$ cat config.mk
export PLATFORM = sky130hd
export DESIGN_NAME = sorted_list_insert_delete_top
export DESIGN_NICKNAME = d
export VERILOG_FILES = /design/src/slid_pkg.sv /design/src/slid_cell.sv /design/src/sorted_list_insert_delete_top.sv
export SDC_FILE = /design/constraint.sdc
export NUM_CORES = 2
export LEC_CHECK = 0
export BUFFER_PORTS_ARGS = -buffer_cell sky130_fd_sc_hd__buf_4
export CAP_MARGIN = 5
export CORE_MARGIN = 5
export CORE_UTILIZATION = 60
export CTS_BUF_LIST = sky130_fd_sc_hd__clkbuf_8
export CTS_CLUSTER_DIAMETER = 40
export DETAILED_ROUTE_END_ITERATION = 10
export PLACE_DENSITY = 0.76
export SYNTH_ARGS = -nofsm -noshare
export SYNTH_HDL_FRONTEND = slang
export SYNTH_SLANG_ARGS = --single-unit
$ cat constraint.sdc
create_clock -name clock -period 6.1 [get_ports clock]
set_clock_uncertainty 0.05 [all_clocks]
set_input_delay 0 -clock clock [delete_from_list [all_inputs] [get_ports clock]]
set_output_delay 0 -clock clock [all_outputs]
set_load 0.1 [all_outputs]
$ cat src/slid_pkg.sv
// Package for the sorted list block: shared types, field widths and codes.
// No dependencies; used by slid_cell and sorted_list_insert_delete_top.
package slid_pkg;

   localparam int VALUE_W = 32;
   localparam int POS_W   = 4;
   localparam int CNT_W   = 5;

   typedef enum logic {
      ACT_INSERT = 1'b0,
      ACT_DELETE = 1'b1
   } act_type;

   typedef enum logic [1:0] {
      ST_DONE      = 2'd0,
      ST_FULL      = 2'd1,
      ST_EMPTY     = 2'd2,
      ST_NOT_FOUND = 2'd3
   } status_type;

   typedef enum logic [1:0] {
      FSM_IDLE,
      FSM_WALK,
      FSM_PEND
   } fsm_type;

   // Operation token handed from cell to cell.
   typedef struct packed {
      act_type                    act;
      logic signed [VALUE_W-1:0]  value;
      logic signed [VALUE_W-1:0]  carry;      // entry being pushed up on insert
      logic                       carry_vld;
      logic                       hit;        // placed (insert) or found (delete)
      logic        [POS_W-1:0]    pos;
   } wave_type;

endpackage

$ cat src/slid_cell.sv
// One list cell: holds one entry and its valid bit, works on the token
// passing by and hands it on. Depends on slid_pkg.
module slid_cell
   import slid_pkg::*;
#(
   parameter int IDX = 0
) (
   input  logic                      clock,
   input  logic                      reset,
   input  wave_type                  tok_i,
   input  logic                      tok_vld_i,
   input  logic signed [VALUE_W-1:0] nxt_val_i,
   input  logic                      nxt_vld_i,
   output logic signed [VALUE_W-1:0] val_o,
   output logic                      vld_o,
   output wave_type                  tok_o,
   output logic                      tok_vld_o
);

   logic signed [VALUE_W-1:0] val_ff, val_in;
   logic                      vld_ff, vld_in;
   wave_type                  tok_ff, tok_in;
   logic                      tok_vld_ff;

   always_comb begin
      val_in = val_ff;
      vld_in = vld_ff;
      tok_in = tok_i;
      if (tok_vld_i) begin
         if (tok_i.act == ACT_INSERT) begin
            if (!tok_i.hit) begin
               // first entry greater than the value, or first free slot
               if (!vld_ff || (tok_i.value < val_ff)) begin
                  val_in           = tok_i.value;
                  vld_in           = 1'b1;
                  tok_in.hit       = 1'b1;
                  tok_in.pos       = POS_W'(IDX);
                  tok_in.carry     = val_ff;
                  tok_in.carry_vld = vld_ff;
               end
            end else if (tok_i.carry_vld) begin
               val_in           = tok_i.carry;
               vld_in           = 1'b1;
               tok_in.carry     = val_ff;
               tok_in.carry_vld = vld_ff;
            end
         end else begin
            if (!tok_i.hit && vld_ff && (val_ff == tok_i.value)) begin
               tok_in.hit = 1'b1;
               tok_in.pos = POS_W'(IDX);
            end
            // close the gap: pull the right neighbor's entry
            if (tok_in.hit) begin
               val_in = nxt_val_i;
               vld_in = nxt_vld_i;
            end
         end
      end
   end

   always_ff @(posedge clock) begin
      val_ff <= val_in;
      tok_ff <= tok_in;
      if (reset) begin
         vld_ff     <= 1'b0;
         tok_vld_ff <= 1'b0;
      end else begin
         vld_ff     <= vld_in;
         tok_vld_ff <= tok_vld_i;
      end
   end

   assign val_o     = val_ff;
   assign vld_o     = vld_ff;
   assign tok_o     = tok_ff;
   assign tok_vld_o = tok_vld_ff;

endmodule

$ cat src/sorted_list_insert_delete_top.sv
// Sorted list of up to CAPACITY signed 32-bit values in ascending order.
// Each item on req_ is an insert (tuser 0) or a delete of the first equal
// entry (tuser 1) and gives exactly one result item on rsp_. The list lives
// in a row of CAPACITY cells; an accepted operation travels along the row as
// a token, one cell per cycle, each cell inserting, shifting up or pulling
// its right neighbor's entry down as the token passes. One item is in work
// at a time: a successful or not-found operation walks the whole cell row,
// then the pending state loads the result register and returns to idle;
// an insert into a full list or a delete from an empty list is answered
// without a walk and goes straight to the pending state. The pending state
// is held for as long as the previous result still waits on rsp_tready.
// The result register lets the next item in while the previous result
// still waits on rsp_tready.
// Depends on slid_pkg and slid_cell.
module sorted_list_insert_delete_top
   import slid_pkg::*;
#(
   parameter int CAPACITY = 16
) (
   input  logic        clock,
   input  logic        reset,
   // request side
   input  logic        req_tvalid,
   output logic        req_tready,
   input  logic [31:0] req_tdata,   // [31:0] value (signed)
   input  logic        req_tuser,   // [0] action: 0 insert, 1 delete
   // result side
   output logic        rsp_tvalid,
   input  logic        rsp_tready,
   output logic [15:0] rsp_tdata    // [1:0] status, [5:2] position,
                                    // [10:6] count, [11] is_empty,
                                    // [12] is_full, [15:13] zero
);

   localparam int CNT_BITS = $clog2(CAPACITY + 1);
   localparam logic [CNT_BITS-1:0] CAP_CNT = CNT_BITS'(CAPACITY);

   // ---------------------------------------------------------------
   // Cell row
   // ---------------------------------------------------------------
   wave_type                  tok     [CAPACITY+1];
   logic                      tok_vld [CAPACITY+1];
   logic signed [VALUE_W-1:0] cell_val [CAPACITY+1];
   logic                      cell_vld [CAPACITY+1];

   // beyond the last cell: nothing to pull in
   assign cell_val[CAPACITY] = '0;
   assign cell_vld[CAPACITY] = 1'b0;

   genvar gi;
   generate
      for (gi = 0; gi < CAPACITY; gi++) begin : g_cell
         slid_cell #(
            .IDX (gi)
         ) u_cell (
            .clock     (clock),
            .reset     (reset),
            .tok_i     (tok[gi]),
            .tok_vld_i (tok_vld[gi]),
            .nxt_val_i (cell_val[gi+1]),
            .nxt_vld_i (cell_vld[gi+1]),
            .val_o     (cell_val[gi]),
            .vld_o     (cell_vld[gi]),
            .tok_o     (tok[gi+1]),
            .tok_vld_o (tok_vld[gi+1])
         );
      end
   endgenerate

   // ---------------------------------------------------------------
   // Control
   // ---------------------------------------------------------------
   fsm_type             state_ff, state_in;
   logic [CNT_BITS-1:0] count_ff, count_in;
   status_type          res_status_ff, res_status_in;
   logic [POS_W-1:0]    res_pos_ff, res_pos_in;
   logic                rsp_tvalid_ff, rsp_tvalid_in;
   logic [15:0]         rsp_tdata_ff, rsp_tdata_in;

   act_type  req_act;
   logic     accept;
   logic     refuse_full;
   logic     refuse_empty;
   logic     refuse;
   logic     launch;
   logic     rsp_free;
   logic     load_rsp;
   wave_type tail;
   logic     tail_vld;

   assign req_act      = act_type'(req_tuser);
   assign accept       = req_tvalid && req_tready;
   assign refuse_full  = (req_act == ACT_INSERT) && (count_ff == CAP_CNT);
   assign refuse_empty = (req_act == ACT_DELETE) && (count_ff == '0);
   assign refuse       = refuse_full || refuse_empty;
   assign rsp_free     = !rsp_tvalid_ff || rsp_tready;
   assign tail         = tok[CAPACITY];
   assign tail_vld     = tok_vld[CAPACITY];

   // token entering the first cell
   assign tok[0].act       = req_act;
   assign tok[0].value     = req_tdata;
   assign tok[0].carry     = '0;
   assign tok[0].carry_vld = 1'b0;
   assign tok[0].hit       = 1'b0;
   assign tok[0].pos       = '0;
   assign tok_vld[0]       = launch;

   // next state
   always_comb begin
      state_in = state_ff;
      case (state_ff)
         FSM_IDLE: begin
            if (accept) begin
               state_in = refuse ? FSM_PEND : FSM_WALK;
            end
         end
         FSM_WALK: begin
            if (tail_vld) begin
               state_in = FSM_PEND;
            end
         end
         FSM_PEND: begin
            if (rsp_free) begin
               state_in = FSM_IDLE;
            end
         end
         default: state_in = FSM_IDLE;
      endcase
   end

   // state outputs
   always_comb begin
      req_tready = 1'b0;
      launch     = 1'b0;
      load_rsp   = 1'b0;
      case (state_ff)
         FSM_IDLE: begin
            req_tready = 1'b1;
            launch     = req_tvalid && !refuse;
         end
         FSM_PEND: begin
            load_rsp = rsp_free;
         end
         default: ;
      endcase
   end

   // result and count
   always_comb begin
      count_in      = count_ff;
      res_status_in = res_status_ff;
      res_pos_in    = res_pos_ff;
      if (accept && refuse) begin
         res_status_in = refuse_full ? ST_FULL : ST_EMPTY;
         res_pos_in    = '0;
      end else if ((state_ff == FSM_WALK) && tail_vld) begin
         if (tail.act == ACT_INSERT) begin
            res_status_in = ST_DONE;
            res_pos_in    = tail.pos;
            count_in      = count_ff + 1'b1;
         end else if (tail.hit) begin
            res_status_in = ST_DONE;
            res_pos_in    = tail.pos;
            count_in      = count_ff - 1'b1;
         end else begin
            res_status_in = ST_NOT_FOUND;
            res_pos_in    = '0;
         end
      end
   end

   // output register
   always_comb begin
      rsp_tvalid_in = rsp_tvalid_ff;
      rsp_tdata_in  = rsp_tdata_ff;
      if (load_rsp) begin
         rsp_tvalid_in       = 1'b1;
         rsp_tdata_in        = '0;
         rsp_tdata_in[1:0]   = res_status_ff;
         rsp_tdata_in[5:2]   = res_pos_ff;
         rsp_tdata_in[10:6]  = CNT_W'(count_ff);
         rsp_tdata_in[11]    = (count_ff == '0);
         rsp_tdata_in[12]    = (count_ff == CAP_CNT);
      end else if (rsp_tready) begin
         rsp_tvalid_in = 1'b0;
      end
   end

   always_ff @(posedge clock) begin
      res_status_ff <= res_status_in;
      res_pos_ff    <= res_pos_in;
      rsp_tdata_ff  <= rsp_tdata_in;
      if (reset) begin
         state_ff      <= FSM_IDLE;
         count_ff      <= '0;
         rsp_tvalid_ff <= 1'b0;
      end else begin
         state_ff      <= state_in;
         count_ff      <= count_in;
         rsp_tvalid_ff <= rsp_tvalid_in;
      end
   end

   assign rsp_tvalid = rsp_tvalid_ff;
   assign rsp_tdata  = rsp_tdata_ff;

   // ---------------------------------------------------------------
   // Assertions
   // ---------------------------------------------------------------
   // a token leaves the row only while a walk is in progress
   a_tail_in_walk : assert property (@(posedge clock) disable iff (reset)
      tail_vld |-> (state_ff == FSM_WALK))
      else $error("token left the cell row outside a walk");

   // the count never exceeds the capacity
   a_count_bound : assert property (@(posedge clock) disable iff (reset)
      count_ff <= CAP_CNT)
      else $error("entry count above capacity");

   // between operations the first cell is occupied exactly when the list is not empty
   a_head_matches_count : assert property (@(posedge clock) disable iff (reset)
      (state_ff == FSM_IDLE) |-> (cell_vld[0] == (count_ff != '0)))
      else $error("first cell valid bit disagrees with count");

   // an operation that needs a walk launches exactly one token
   a_launch_walk : assert property (@(posedge clock) disable iff (reset)
      launch |=> ((state_ff == FSM_WALK) && tok_vld[1]))
      else $error("launched token not seen in first cell");

endmodule

==> summary.txt <==
Timing
  • Slew HR: a little over a fifth
  • Setup TNS: 0 ps
  • Unrepaired setup endpoints after global routing: no
  • Worst slew pin tran: 1190 ps
  • Final setup violating endpoints: 0
  • Slew Viols, Final: 0
  • Post-route minimum period: around 4700 ps
  • Fmax: 213 MHz
  • Final period util: 76.9%
  • Final hold vios: 0
  • Worst Slack Setup Final: 1410 ps

Setup path
  • Critical Path Start: g_cell[10].u_cell.val_o[31]
  • Crit. End Element: register
  • Worst EP required: 6700 ps
  • Delay-heaviest family, CP: simple AND/OR/NAND/NOR gates
  • CP peak stage delay: 1030 ps
  • CP max stage cell: a31o_2
  • WP buf/inv: 2
  • FF-to-FF Start: g_cell[10].u_cell.val_o[31]
  • Crit path arrival time: 5300 ps
  • WS Path Type: register to register
  • Worst-path cell chain: inv_1, ha_1, nand4_1, nor3_1, and3_1, o31ai_1, o311ai_1, a31o_2, nand2_1, buf_4
  • Critical path peak fanout: 64
  • CP Launch Type: register

Clock network
  • Clk_lat worst skew: 980 ps
  • Clock-pin slew on the worst setup and hold paths: 60 ps
  • Clk sinks: about 1600
  • CTS tree: yes
  • Max Buffers Root-to-Sink: 4
  • Num CTS Buffers: 279
  • Clk root buf: clkbuf_8
  • Post-CTS Resized: 0
  • Setup Fix Bufs, Post-CTS: 0
  • H-Tree Depth: 5

Routing
  • Via/cell ratio: 5.81
  • Vias post-DR: 47700
  • Iter 0 DRT Violations: ~3700
  • Drt pass-1 iters: 6
  • Drt total wl: 170 mm
  • Routed Antenna Nets: 0
  • WL/cell: between 20 and 25 um
  • DRC Markers: 0

Power
  • Power Dens Cells: 297 mW/mm^2
  • Static leakage: 33.0 nW
  • Max VDD drop: 0.000280 V

Synthesis
  • FF+latch count, synth: around 1600
  • Post-synth ARST share: 0%
  • Syn avg cell area: 11.1 um^2
  • Post-Syn Instances: 6260
  • Number of synthesized flops with an enable pin: 527
  • Synthesis warning total: 0
  • Seq/Total Area, Yosys: 54.5%
  • Top FF cell, synth: dfxtp_1
  • Post-synth top area cell: dfxtp_1
  • Synth area leaders: dfxtp_1 (32%), edfxtp_1 (23%), ha_1 (9.3%), mux2i_1 (7.0%), o21ai_0 (4.8%)
  • Unique cell type count in the Yosys netlist: between 90 and 100
  • Post-Syn Area: between 0.06 and 0.07 mm^2
  • Yosys top cell area share: 31.7%

Outcome
  • Status: completed

Global route
  • Number of global-route vias before repair: 49000
  • Largest net degree at the start of global routing: 74
  • GR Overflow Total: 0
  • Initial antenna violation count: 2
  • First-pass GRT wire length: 269 mm
  • GRT Overall Usage: a little over a quarter

Floorplanning
  • Initial Util: 60.6%
  • Chip Height: 350 um
  • Core area: 0.115 mm^2
  • I/O Pins: 55
  • Site row count: 124
  • Total Die Area: 0.123 mm^2
  • Chip Width: 350 um

Cells and area
  • Footprint of the multi-input gates: ~0.028 mm^2
  • Fillers: between 8000 and 9000
  • Layout cells sized above 1: 13.6%
  • Most frequent cells in the layout: dfxtp_1 (1071), nand2_1 (739), o21ai_0 (671)
  • Layout Nets: 7041
  • FF+latch area: 0.0379 mm^2
  • Area growth syn-to-layout: 11.3%
  • Commonest non-fill, non-tap cell in the layout: dfxtp_1

Min path
  • Worst hold path type: input pin to register
  • Hold path startpoint: req_tuser

Placement
  • Post-Place Setup Slack: around 1400 ps
  • DPL Wire Length: 123 mm
  • Port Buf Inserts: 51
  • GPL Wtd Cong: 0.886

Run
  • Max-cap violations: 0
flip-flops by register name, summed over array words and instances, names as in the netlist:
signal,flops
state_ff,2
g_cell.u_cell.tok_vld_o,16
res_pos_ff,4
rsp_tvalid,1
count_ff,5
g_cell.u_cell.tok_o,1056
g_cell.u_cell.vld_o,16
res_status_ff,2
g_cell.u_cell.val_o,512
rsp_tdata,13
cells in the mapped netlist, types with 52 or more instances:
master,count
dfxtp_1,1100
nand2_1,739
o21ai_0,673
inv_1,558
edfxtp_1,527
ha_1,515
mux2i_1,489
a21oi_1,239
mux2_2,229
clkbuf_1,162
nor2_1,130
mux2_4,99
nand4_1,92
nand3_1,67
nor3_1,57
nor2b_1,52
where the power goes:
group	switching (mW)	internal [mW]	leakage, nW
clock network	4.34	5.11	3.13
registers	0.333	11.6	13.9
logic	0.864	0.687	16.0
through the flow:
step	std cells	util, %	cell area, um^2	total power, mW	hold slack, ps
floorplan	6262	-	69500	13.1	-22.3
global placement	7644	62.1	71200	13.6	63.6
detailed placement	7644	62.1	71200	13.6	65.9
CTS	8205	67.4	77300	23.0	116
global route	8208	67.4	77300	23.8	195
finish	8208	67.4	77300	22.9	199
area by class of cell:
cell class / instances / area share (%)
Antenna cell: 3 / 0.00971
Clock inverter: 160 / 1.09
Timing Repair Buffer: 191 / 2.10
Sequential cell: 1627 / 49.0
Inverter: 558 / 2.71
Multi-Input combinational cell: 3831 / 36.9
Clock buffer: 326 / 5.80
Tap cell: 1512 / 2.45
cells by family after synthesis:
| logic type | Yosys count | share of synthesized area, % |
|---|---|---|
| flip-flops | 1627 | 54.5 |
| AND/OR/NAND/NOR | 1301 | 8.53 |
| AO/OA/AOI/OAI | 1162 | 9.59 |
| multiplexers | 842 | 13.3 |
| buffers and inverters | 804 | 4.66 |
| adder cells (fa/ha/maj) | 516 | 9.31 |
| XOR/XNOR | 7 | 0.115 |
| other | 1 | 0.00540 |
metal layers:
metal / global-route usage [%] / vias to the layer above / share of wire (%)
li1: - / 22500 / -
met1: 34.4 / 23300 / 42
met2: 47.3 / 1445 / 49
met3: 4.05 / 437 / 4.8
met4: 12.3 / 0 / 4.4
met5: 0 / - / 0
worst reg2reg max path, delay by kind of cell, from the launching register on:
family	cells	cell delay, ps
buffers and inverters	2	530
AOI/OAI and AO/OA	3	1410
DFF	1	350
and+or+nand+nor	4	1710
adders and majority gates	1	330
final timing paths:
| path | to | slack (ps) | depth (start not counted) |
|---|---|---|---|
| worst min-delay path | g_cell[0].u_cell.val_o[0] | 200 | 3 |
| worst max register to register | g_cell[10].u_cell.val_o[4] | 1410 | 10 |
| worst max-delay path | g_cell[10].u_cell.val_o[4] | 1410 | 10 |
| worst min register to register | g_cell[4].u_cell.tok_o[53] | 290 | 0 |
timing repair:
item,CTS,global route
endpoints found under the setup margin,0,0
endpoints found under the hold margin,167,0
hold buffers,75,0
Note: power is estimated with default switching activity, not from simulation.
